## config.mk

```make
export PLATFORM = sky130hd
export DESIGN_NAME = positional_list_store_top_flat
export DESIGN_NICKNAME = d
export VERILOG_FILES = /design/src/hw/rtl/pls_pkg.sv /design/src/hw/rtl/pls_req_if.sv /design/src/hw/rtl/pls_rsp_if.sv /design/src/hw/rtl/positional_list_store_top.sv /design/src/flat_wrapper.sv
export SDC_FILE = /design/constraint.sdc
export NUM_CORES = 1
export LEC_CHECK = 0
export CAP_MARGIN = 30
export CORE_UTILIZATION = 55
export DETAILED_ROUTE_END_ITERATION = 8
export DONT_BUFFER_PORTS = 1
export PLACE_DENSITY = 0.7
export SLEW_MARGIN = 10
export SYNTH_ARGS = -nofsm -noshare
export SYNTH_HDL_FRONTEND = slang
export SYNTH_SLANG_ARGS = --single-unit
export TNS_END_PERCENT = 50
```

## constraint.sdc

```tcl
create_clock -name clk_i -period 13.33 [get_ports clk_i]
set_input_delay 1.9995 -clock clk_i [delete_from_list [all_inputs] [get_ports clk_i]]
set_output_delay 1.9995 -clock clk_i [all_outputs]
set_load 0.01 [all_outputs]
```

## src/hw/rtl/pls_pkg.sv

```systemverilog
// Shared widths, operation codes and status codes of the positional list store.
package pls_pkg;

  localparam int unsigned DefaultDepth = 16;

  localparam int unsigned OP_W    = 3;
  localparam int unsigned VALUE_W = 32;
  localparam int unsigned POS_W   = 5;
  localparam int unsigned IDX_W   = 4;
  localparam int unsigned ST_W    = 2;
  localparam int unsigned CNT_W   = 5;

  localparam logic [OP_W-1:0] OP_INSERT   = 3'd0;
  localparam logic [OP_W-1:0] OP_APPEND   = 3'd1;
  localparam logic [OP_W-1:0] OP_DELETE   = 3'd2;
  localparam logic [OP_W-1:0] OP_DEL_LAST = 3'd3;
  localparam logic [OP_W-1:0] OP_READ_ALL = 3'd4;

  localparam logic [ST_W-1:0] ST_OK     = 2'd0;
  localparam logic [ST_W-1:0] ST_BADPOS = 2'd1;
  localparam logic [ST_W-1:0] ST_FULL   = 2'd2;
  localparam logic [ST_W-1:0] ST_EMPTY  = 2'd3;

endpackage

```

## src/hw/rtl/pls_req_if.sv

```systemverilog
// Request channel of the positional list store: valid/ready plus request fields.
interface pls_req_if import pls_pkg::*; ();
  logic                      valid;
  logic                      ready;
  logic        [OP_W-1:0]    operation;
  logic signed [VALUE_W-1:0] value;
  logic        [POS_W-1:0]   position;

  modport source (output valid, output operation, output value, output position,
                  input ready);
  modport sink   (input valid, input operation, input value, input position,
                  output ready);
endinterface

```

## src/hw/rtl/pls_rsp_if.sv

```systemverilog
// Result channel of the positional list store: valid/ready plus result fields.
interface pls_rsp_if import pls_pkg::*; ();
  logic                      valid;
  logic                      ready;
  logic signed [VALUE_W-1:0] entry_value;
  logic        [IDX_W-1:0]   entry_index;
  logic                      last;
  logic        [ST_W-1:0]    status;
  logic        [CNT_W-1:0]   entry_count;

  modport source (output valid, output entry_value, output entry_index, output last,
                  output status, output entry_count, input ready);
  modport sink   (input valid, input entry_value, input entry_index, input last,
                  input status, input entry_count, output ready);
endinterface

```

## src/hw/rtl/positional_list_store_top.sv

```systemverilog
// Positional list store: ordered word list in a single-port-style RAM, edited by a sequencer.
//
//  channel | dir | handshake     | payload
//  --------+-----+---------------+-----------------------------------------------------
//  req_i   | in  | valid / ready | operation, value, position
//  rsp_o   | out | valid / ready | entry_value, entry_index, last, status, entry_count
//
// One request at a time; ready is high only while the sequencer is idle.
// Steps from request transfer to result load (read all: read, then load, for each entry):
//   positional insert/delete: read and rewrite each shifted entry, write or shrink, load;
//   append: write, load; delete last, rejected requests and unused codes: load only.
// The next request is taken the cycle after the last result load. A stalled result
// register holds the sequencer; reset empties the list, RAM is not cleared.
module positional_list_store_top import pls_pkg::*; #(
  parameter int unsigned DEPTH = DefaultDepth
) (
  input  logic         clk_i,
  input  logic         rst_ni,
  pls_req_if.sink      req_i,
  pls_rsp_if.source    rsp_o
);

  localparam int unsigned AW = (DEPTH > 1) ? $clog2(DEPTH) : 1;
  localparam int unsigned CW = $clog2(DEPTH + 1);
  localparam int unsigned PW = ((CW > POS_W) ? CW : POS_W) + 1;

  localparam logic [2:0] S_IDLE   = 3'd0;
  localparam logic [2:0] S_SH_RD  = 3'd1;
  localparam logic [2:0] S_SH_WR  = 3'd2;
  localparam logic [2:0] S_RA_RD  = 3'd3;
  localparam logic [2:0] S_RA_OUT = 3'd4;
  localparam logic [2:0] S_DONE   = 3'd5;

  logic [2:0]                state_q, state_d;
  logic [AW-1:0]             ptr_q, ptr_d;
  logic [AW-1:0]             tgt_q, tgt_d;
  logic [CW-1:0]             count_q, count_d;
  logic                      del_q, del_d;
  logic signed [VALUE_W-1:0] val_q, val_d;
  logic [ST_W-1:0]           st_q, st_d;

  logic signed [VALUE_W-1:0] mem [DEPTH];
  logic signed [VALUE_W-1:0] rdata_q;
  logic                      mem_we, mem_re;
  logic [AW-1:0]             mem_waddr, mem_raddr;
  logic signed [VALUE_W-1:0] mem_wdata;

  logic                      out_valid_q;
  logic signed [VALUE_W-1:0] out_value_q;
  logic [IDX_W-1:0]          out_index_q;
  logic                      out_last_q;
  logic [ST_W-1:0]           out_status_q;
  logic [CNT_W-1:0]          out_count_q;

  logic                      out_free, load;
  logic signed [VALUE_W-1:0] ld_value;
  logic [IDX_W-1:0]          ld_index;
  logic                      ld_last;
  logic [ST_W-1:0]           ld_status;

  logic [PW-1:0]             pos_ext, cnt_ext;
  logic [AW-1:0]             slot;
  logic                      full, empty, pos_zero;

  assign pos_ext  = PW'(req_i.position);
  assign cnt_ext  = PW'(count_q);
  assign slot     = AW'(pos_ext - 1'b1);
  assign full     = (count_q == CW'(DEPTH));
  assign empty    = (count_q == '0);
  assign pos_zero = (req_i.position == '0);

  assign out_free    = !out_valid_q || rsp_o.ready;
  assign req_i.ready = (state_q == S_IDLE);

  always_comb begin
    state_d   = state_q;
    ptr_d     = ptr_q;
    tgt_d     = tgt_q;
    count_d   = count_q;
    del_d     = del_q;
    val_d     = val_q;
    st_d      = st_q;
    mem_we    = 1'b0;
    mem_waddr = ptr_q;
    mem_wdata = val_q;
    mem_re    = 1'b0;
    mem_raddr = ptr_q;
    load      = 1'b0;
    ld_value  = '0;
    ld_index  = '0;
    ld_last   = 1'b1;
    ld_status = st_q;
    unique case (state_q)
      S_IDLE: begin
        if (req_i.valid) begin
          val_d   = req_i.value;
          st_d    = ST_OK;
          state_d = S_DONE;
          unique case (req_i.operation)
            OP_INSERT: begin
              if (pos_zero || (pos_ext > cnt_ext + 1'b1)) begin
                st_d = ST_BADPOS;
              end else if (full) begin
                st_d = ST_FULL;
              end else begin
                ptr_d   = AW'(count_q);
                tgt_d   = slot;
                del_d   = 1'b0;
                state_d = S_SH_RD;
              end
            end
            OP_APPEND: begin
              if (full) begin
                st_d = ST_FULL;
              end else begin
                ptr_d   = AW'(count_q);
                tgt_d   = AW'(count_q);
                del_d   = 1'b0;
                state_d = S_SH_RD;
              end
            end
            OP_DELETE: begin
              if (empty) begin
                st_d = ST_EMPTY;
              end else if (pos_zero || (pos_ext > cnt_ext)) begin
                st_d = ST_BADPOS;
              end else begin
                ptr_d   = slot;
                tgt_d   = AW'(cnt_ext - 1'b1);
                del_d   = 1'b1;
                state_d = S_SH_RD;
              end
            end
            OP_DEL_LAST: begin
              if (empty) begin
                st_d = ST_EMPTY;
              end else begin
                count_d = count_q - 1'b1;
              end
            end
            OP_READ_ALL: begin
              if (empty) begin
                st_d = ST_EMPTY;
              end else begin
                ptr_d   = '0;
                tgt_d   = AW'(cnt_ext - 1'b1);
                state_d = S_RA_RD;
              end
            end
            default: ;
          endcase
        end
      end
      S_SH_RD: begin
        if (ptr_q == tgt_q) begin
          // shifting done: drop the new word into the gap, or just shrink
          if (!del_q) begin
            mem_we    = 1'b1;
            mem_waddr = ptr_q;
            mem_wdata = val_q;
            count_d   = count_q + 1'b1;
          end else begin
            count_d   = count_q - 1'b1;
          end
          state_d = S_DONE;
        end else begin
          mem_re    = 1'b1;
          mem_raddr = del_q ? (ptr_q + 1'b1) : (ptr_q - 1'b1);
          state_d   = S_SH_WR;
        end
      end
      S_SH_WR: begin
        mem_we    = 1'b1;
        mem_waddr = ptr_q;
        mem_wdata = rdata_q;
        ptr_d     = del_q ? (ptr_q + 1'b1) : (ptr_q - 1'b1);
        state_d   = S_SH_RD;
      end
      S_RA_RD: begin
        mem_re    = 1'b1;
        mem_raddr = ptr_q;
        state_d   = S_RA_OUT;
      end
      S_RA_OUT: begin
        if (out_free) begin
          load      = 1'b1;
          ld_value  = rdata_q;
          ld_index  = IDX_W'(ptr_q);
          ld_last   = (ptr_q == tgt_q);
          ld_status = ST_OK;
          if (ptr_q == tgt_q) begin
            state_d = S_IDLE;
          end else begin
            ptr_d   = ptr_q + 1'b1;
            state_d = S_RA_RD;
          end
        end
      end
      S_DONE: begin
        if (out_free) begin
          load    = 1'b1;
          state_d = S_IDLE;
        end
      end
      default: state_d = S_IDLE;
    endcase
  end

  always_ff @(posedge clk_i or negedge rst_ni) begin
    if (!rst_ni) begin
      state_q     <= S_IDLE;
      count_q     <= '0;
      out_valid_q <= 1'b0;
    end else begin
      state_q <= state_d;
      count_q <= count_d;
      if (load) begin
        out_valid_q <= 1'b1;
      end else if (rsp_o.ready) begin
        out_valid_q <= 1'b0;
      end
    end
  end

  always_ff @(posedge clk_i) begin
    ptr_q <= ptr_d;
    tgt_q <= tgt_d;
    del_q <= del_d;
    val_q <= val_d;
    st_q  <= st_d;
    if (load) begin
      out_value_q  <= ld_value;
      out_index_q  <= ld_index;
      out_last_q   <= ld_last;
      out_status_q <= ld_status;
      out_count_q  <= CNT_W'(count_q);
    end
  end

  always_ff @(posedge clk_i) begin
    if (mem_we) begin
      mem[mem_waddr] <= mem_wdata;
    end
    if (mem_re) begin
      rdata_q <= mem[mem_raddr];
    end
  end

  assign rsp_o.valid       = out_valid_q;
  assign rsp_o.entry_value = out_value_q;
  assign rsp_o.entry_index = out_index_q;
  assign rsp_o.last        = out_last_q;
  assign rsp_o.status      = out_status_q;
  assign rsp_o.entry_count = out_count_q;

`ifndef SYNTH
  a_count_bound: assert property (@(posedge clk_i) disable iff (!rst_ni)
    count_q <= CW'(DEPTH))
    else $error("list count above depth");

  a_busy_after_req: assert property (@(posedge clk_i) disable iff (!rst_ni)
    (req_i.valid && req_i.ready) |=> (state_q != S_IDLE))
    else $error("sequencer idle right after a request transfer");

  a_empty_status: assert property (@(posedge clk_i) disable iff (!rst_ni)
    (rsp_o.valid && (rsp_o.status == ST_EMPTY)) |-> (rsp_o.last && (rsp_o.entry_count == '0)))
    else $error("empty status on a nonempty list or a non-final result");

  a_shift_in_range: assert property (@(posedge clk_i) disable iff (!rst_ni)
    ((state_q == S_SH_RD) || (state_q == S_SH_WR)) |-> (cnt_ext <= PW'(DEPTH)))
    else $error("shift running past the list end");
`endif

endmodule
```

## src/flat_wrapper.sv

```systemverilog
// flat-port wrapper written by rule: the top's interface ports become plain ports
module positional_list_store_top_flat import pls_pkg::*;
#(
  parameter int unsigned DEPTH = DefaultDepth
)
  (clk_i, rst_ni, req_i_valid, req_i_operation, req_i_value, req_i_position, req_i_ready, rsp_o_valid, rsp_o_entry_value, rsp_o_entry_index, rsp_o_last, rsp_o_status, rsp_o_entry_count, rsp_o_ready);
  pls_req_if req_i_i ();
  pls_rsp_if rsp_o_i ();
  input  logic clk_i;
  input  logic rst_ni;
  input wire logic [$bits(req_i_i.valid)-1:0] req_i_valid;
  input wire logic [$bits(req_i_i.operation)-1:0] req_i_operation;
  input wire logic [$bits(req_i_i.value)-1:0] req_i_value;
  input wire logic [$bits(req_i_i.position)-1:0] req_i_position;
  output wire logic [$bits(req_i_i.ready)-1:0] req_i_ready;
  output wire logic [$bits(rsp_o_i.valid)-1:0] rsp_o_valid;
  output wire logic [$bits(rsp_o_i.entry_value)-1:0] rsp_o_entry_value;
  output wire logic [$bits(rsp_o_i.entry_index)-1:0] rsp_o_entry_index;
  output wire logic [$bits(rsp_o_i.last)-1:0] rsp_o_last;
  output wire logic [$bits(rsp_o_i.status)-1:0] rsp_o_status;
  output wire logic [$bits(rsp_o_i.entry_count)-1:0] rsp_o_entry_count;
  input wire logic [$bits(rsp_o_i.ready)-1:0] rsp_o_ready;
  assign req_i_i.valid = req_i_valid;
  assign req_i_i.operation = req_i_operation;
  assign req_i_i.value = req_i_value;
  assign req_i_i.position = req_i_position;
  assign req_i_ready = req_i_i.ready;
  assign rsp_o_valid = rsp_o_i.valid;
  assign rsp_o_entry_value = rsp_o_i.entry_value;
  assign rsp_o_entry_index = rsp_o_i.entry_index;
  assign rsp_o_last = rsp_o_i.last;
  assign rsp_o_status = rsp_o_i.status;
  assign rsp_o_entry_count = rsp_o_i.entry_count;
  assign rsp_o_i.ready = rsp_o_ready;
  positional_list_store_top #(.DEPTH(DEPTH)) u_core (.clk_i(clk_i), .rst_ni(rst_ni), .req_i(req_i_i), .rsp_o(rsp_o_i));
endmodule
```

## Yosys cells after proc, flatten, opt, wreduce, memory -nomap -nowiden

Memory sizes are Yosys's and may differ from the RTL's. A register that Yosys moved wholly into a read port is not among the register bits.
Index checks and enable logic that the tools add are counted.

- Output and inout port bits: 46
- Register bits: 96
- Memories kept: 1
- Input port bits: 44
- Memory bits (writable): 512

Memories:

| memory | depth | width | rd ports | clocked after Yosys merged registers in | wr ports | line | text |
|---|---|---|---|---|---|---|---|
| u_core.mem | 16 | 32 | 1 | 1 | 1 | positional_list_store_top.sv:42 | `logic signed [VALUE_W-1:0] mem [DEPTH];` |

- Equal/unequal tests: 29
- Mux-type cells: 63
- $lt $le $gt $ge: 2
- Add/sub/neg operators: 7
- Reductions and logical operators: 22

Operators with widths:

| operator | number |
|---|---|
| $mux W4 | 17 |
| $mux W32 | 1 |
| $pmux W4 S4 | 2 |
| $mux W3 | 9 |
| $mux W5 | 5 |
| $ne A2 B2 Y1 const B | 9 |
| $pmux W3 S6 | 1 |
| $reduce_and A9 Y1 | 2 |
| $mux W1 | 14 |
| $mux W2 | 7 |
| $eq A3 B2 Y1 const B | 4 |
| $ne A3 B3 Y1 const B | 4 |
| $pmux W3 S4 | 1 |
| $pmux W4 S3 | 1 |
| $sub A4 B1 Y4 const B | 3 |
| $logic_not A5 Y1 | 2 |
| $pmux W5 S2 | 1 |
| $eq A3 B3 Y1 const B | 3 |
| $ne A2 B1 Y1 const B | 4 |
| $pmux W2 S4 | 1 |
| $add A5 B1 Y6 const B | 1 |
| $eq A3 B1 Y1 const B | 2 |
| $gt A5 B6 Y1 | 1 |
| $logic_not A3 Y1 | 2 |
| other kinds (19) | 26 |

## Longest topological paths before layout

- Depth in word-level cells: 7
- Gate-level depth with buffers: 11
- Depth with buffers taken out: 11

## Least setup slack after synthesis

No wires, ideal clock.

- Kind: input -> register
- From: input rsp_o_ready
- To: register u_core.ptr_q[0], enable pin
- Stages: 4
- Setup slack: 8.510 ns
- Required time: 12.985 ns
- Buffers on the path: 0
- Arrival: 4.475 ns
- Setup time: 0.345 ns
- Cells stage by stage: nor2b_1 nor2_1 nand3_1 o211ai_1

- Word-level cells in the longest chain between the ends: 3

RTL lines:

| item | line | text |
|---|---|---|
| start, declared | flat_wrapper.sv:22 | `input wire logic [$bits(rsp_o_i.ready)-1:0] rsp_o_ready;` |
| $logic_or A1 B1 Y1 | positional_list_store_top.sv:72 | `assign out_free = !out_valid_q \|\| rsp_o.ready;` |
| $ne A2 B1 Y1 (no source line) | -- |  |
| $reduce_and A9 Y1 (no source line) | -- |  |
| end signal, assigned | positional_list_store_top.sv:226 | `ptr_q <= ptr_d;` |
| end, declared | positional_list_store_top.sv:35 | `logic [AW-1:0] ptr_q, ptr_d;` |

No other way between the ends.
A chain may end at the register's enable or synchronous reset.

## Worst setup path in the final report

- From: register u_core.ptr_q[2]
- To: register u_core.rdata_q[30] (read register of u_core.mem) (data pin)

- Word-level cells in the longest chain between the ends: 4

RTL lines:

| item | line | text |
|---|---|---|
| $sub A4 B1 Y4 or $add A4 B1 Y4 (tied branches) | positional_list_store_top.sv:168 | `mem_raddr = del_q ? (ptr_q + 1'b1) : (ptr_q - 1'b1);` |
| $mux W4 | positional_list_store_top.sv:168 |  |
| $mux W4 | positional_list_store_top.sv:155 | `if (ptr_q == tgt_q) begin` |
| $mux W4 | positional_list_store_top.sv:93 | `unique case (state_q)` |
| end, declared | positional_list_store_top.sv:43 | `logic signed [VALUE_W-1:0] rdata_q;` |

Several ways; a longest one is shown, not always the timed one.

==> flow_metrics.env <==
export IMPL_outcome="completed"
export IMPL_synth_top_area_share_pct=74.0
export IMPL_die_width_um=218
export IMPL_slew_violations=0
export IMPL_nets=1742
export IMPL_avgViaCountPerCell=6.39
export IMPL_yosysWarnings=0
export IMPL_cts_hold_buf=0
export IMPL_io_buffers=0
export IMPL_timing_final_crit_period_ns=4.63
export IMPL_cts_buffer_depth=3
export IMPL_cpMaxStageDelayCell="edfxtp_1"
export IMPL_tightest_slew_ns=1.24
export IMPL_rows=78
export IMPL_cp_arrival_ns=4.98
export IMPL_wl_per_cell_um=25.6
export IMPL_setup_viol=0
export IMPL_dr_first_iter_drc_count=1861
export IMPL_critPathKind="reg -> reg"
export IMPL_synthTopCellsByCount="edfxtp_1, nand2_1, a21oi_1"
export IMPL_power_density_cell_area_mw_per_mm2=252
export IMPL_power_leakage_uw=0.00987
export IMPL_hold_path_startpoint="u_core.st_q[0]"
export IMPL_rsz0062_at_grt="no"
export IMPL_final_setup_tns_ns=0
export IMPL_cts_sinks=640
export IMPL_synth_nets=1747
export IMPL_dp_hpwl_um=30500
export IMPL_grt_pass1_wl_um=89000
export IMPL_clk_pin_slew_ns=0.06
export IMPL_synth_area_mm2=0.0256
export IMPL_vdd_drop_max_uv=328
export IMPL_synth_edf_count=631
export IMPL_via_count=14869
export IMPL_required_ns=13.68
export IMPL_r2r_cells=9
export IMPL_die_area_mm2=0.0474
export IMPL_hold_viol_final=0
export IMPL_fmax_mhz=216
export IMPL_yosysUniqueCellTypes=53
export IMPL_num_io_pins=90
export IMPL_antenna_left=0
export IMPL_globalRoute_totalOverflow=0
export IMPL_coreArea_mm2=0.0457
export IMPL_drive_gt1_share_pct=9.39
export IMPL_cp_start_kind="flop"
export IMPL_yosys_register_bits=640
export IMPL_cts_resized=0
export IMPL_first_global_vias=14315
export IMPL_worst_setup_path_end_kind="flop"
export IMPL_cts_htree_levels=3
export IMPL_min_path_cells=1
export IMPL_synthTopCellsByArea="edfxtp_1, mux2i_1, a221oi_1, nand2_1, a21oi_1"
export IMPL_slew_headroom_pct=17.2
export IMPL_synth_top_area_cell="edfxtp_1"
export IMPL_reg2reg_from="u_core.ptr_q[2]"
export IMPL_drtPass1Iterations=5
export IMPL_ys_async_sr_fraction_pct=1.41
export IMPL_yosysMostFrequentCell="edfxtp_1"
export IMPL_hold_end="u_core.rsp_o.status[0]"
export IMPL_postCtsSetupBuffers=0
export IMPL_ys_seq_area_share_pct=74.9
export IMPL_grt_max_degree=200
export IMPL_cts_tree="built"
export IMPL_cp_cell_sequence="xnor2_1, and4_4, nor2_4, xnor2_2, buf_4, buf_12, mux4_2, nor2b_1, or4_1"
export IMPL_reg2reg_slack_ns=8.70
export IMPL_gp_congestion=0.876
export IMPL_netlist_instances=1684
export IMPL_synth_avg_cell_area_um2=15.2
export IMPL_start_util_pct=56.1
export IMPL_fin_util_pct=62.5
export IMPL_min_period_over_period_pct=34.7
export IMPL_fp_dieH_um=218
export IMPL_numCtsBuffers=66
export IMPL_routed_wl_um=59700
export IMPL_cpPeakStageDelay_ns=0.82
export IMPL_grt_use_total_pct=25.6
export IMPL_n_fill_cell=3279
export IMPL_hp_class="reg -> reg"
export IMPL_skew_ns=0.0217
export IMPL_clkLatencyLatePin_ns=0.61
export IMPL_rr_endpoint="u_core.rdata_q[30]"
export IMPL_antenna_found_initial=1
export IMPL_syn_to_final_growth_pct=11.4
export IMPL_path_max_fanout=152
export IMPL_root_buffer="clkbuf_16"
export IMPL_cap_violations=0
export IMPL_drc=0
export IMPL_synth_ff_type="edfxtp_1"
## metrics by stage
stage | power [µW] | cells | area, µm² | worst slack, ns | hold slack (ns)
2_1_floorplan | 4670 | 1684 | 25600 | 8.51 | 0.423
3_3_place_gp | 5350 | 2203 | 26400 | 8.83 | 0.539
3_5_place_dp | 5430 | 2207 | 26400 | 8.79 | 0.557
4_1_cts | 7160 | 2321 | 28400 | 8.79 | 0.565
5_1_grt | 7530 | 2325 | 28500 | 8.57 | 0.581
6_report | 7190 | 2326 | 28500 | 8.70 | 0.573
## metal layers
layer / GRT usage (%) / up-vias / share of wire, %
li1: - / 6581 / -
met1: 38.1 / 7491 / 43
met2: 38.3 / 695 / 45
met3: 5.01 / 102 / 8.7
met4: 8.00 / 0 / 2.5
met5: 0 / - / 0
## cells by family (layout without fill, tap and decap cells)
family | Yosys count | in the layout | synth area share [%]
adder cells (fa/ha/maj) | 19 | 19 | 0.928
multiplexers | 131 | 131 | 5.17
other | 0 | 1 | 0
AND/OR/NAND/NOR | 410 | 410 | 7.36
XOR/XNOR | 20 | 20 | 0.684
flip-flops | 640 | 640 | 74.9
AO/OA/AOI/OAI | 334 | 334 | 8.97
buffers and inverters | 130 | 171 | 2.01
## worst max path at each step
stage	start	end	slack (ns)	cells past startpoint
2_1_floorplan	rsp_o_ready	u_core.ptr_q[0]	8.51	4
3_3_place_gp	u_core.ptr_q[2]	u_core.rdata_q[30]	8.83	9
3_5_place_dp	u_core.ptr_q[2]	u_core.rdata_q[30]	8.79	9
4_1_cts	u_core.ptr_q[2]	u_core.rdata_q[30]	8.79	9
5_1_grt	u_core.ptr_q[2]	u_core.rdata_q[30]	8.57	9
6_report	u_core.ptr_q[2]	u_core.rdata_q[30]	8.70	9
## registers in the layout (all words and copies together), names as in the netlist
register,count
u_core.val_q,32
u_core.rsp_o.entry_value,32
u_core.rsp_o.status,2
u_core.rsp_o.entry_index,4
u_core.rsp_o.valid,1
u_core.st_q,2
u_core.rsp_o.last,1
u_core.tgt_q,4
u_core.rdata_q,32
u_core.mem,512
u_core.count_q,5
u_core.del_q,1
u_core.rsp_o.entry_count,5
u_core.ptr_q,4
u_core.state_q,3
## cell usage in the layout (no fill, tap or decap), types with 4 or more instances in the layout
cell         n
and3_1      36
o21ai_0     18
nor2b_1      6
clkinv_1    13
nor2_1      21
edfxtp_1   631
ha_1        19
buf_4       32
a22o_1       5
dfrtp_1      9
clkbuf_1    20
nand3_1      8
nor3_1      10
inv_1       17
xnor2_1     12
xor2_1       6
a22oi_1      9
or4_1       32
nand2_1    250
a21oi_1    138
nor3_2       4
mux2i_1    128
nor2_4      16
nand2b_1     7
clkbuf_16   68
buf_12       4
or2_2        4
o22ai_1      5
a221oi_1   132
## layout make-up
class,instances,area [µm²],share of cell area [%]
flip-flops and latches,640,19200,67.2
multi-input cells,914,6120,21.5
clock buffers,88,1780,6.23
well taps,600,751,2.63
repair buffers,40,414,1.45
clock inverters,26,233,0.816
inverters,17,63.8,0.224
diodes,1,2.50,0.00877
## worst max-delay path, delay by kind of cell, from the launching register on
family / cells / cell delay, ns
xor+xnor: 2 / 0.37
flops: 1 / 0.82
buf+inv: 2 / 1.16
mux: 1 / 0.59
simple gates: 4 / 1.26
## where the power goes
part           switching [µW]  internal [µW]
combinational            1750            854
sequential                147           2690
clock                     739            998
Note: power is estimated with default switching activity, not from simulation.
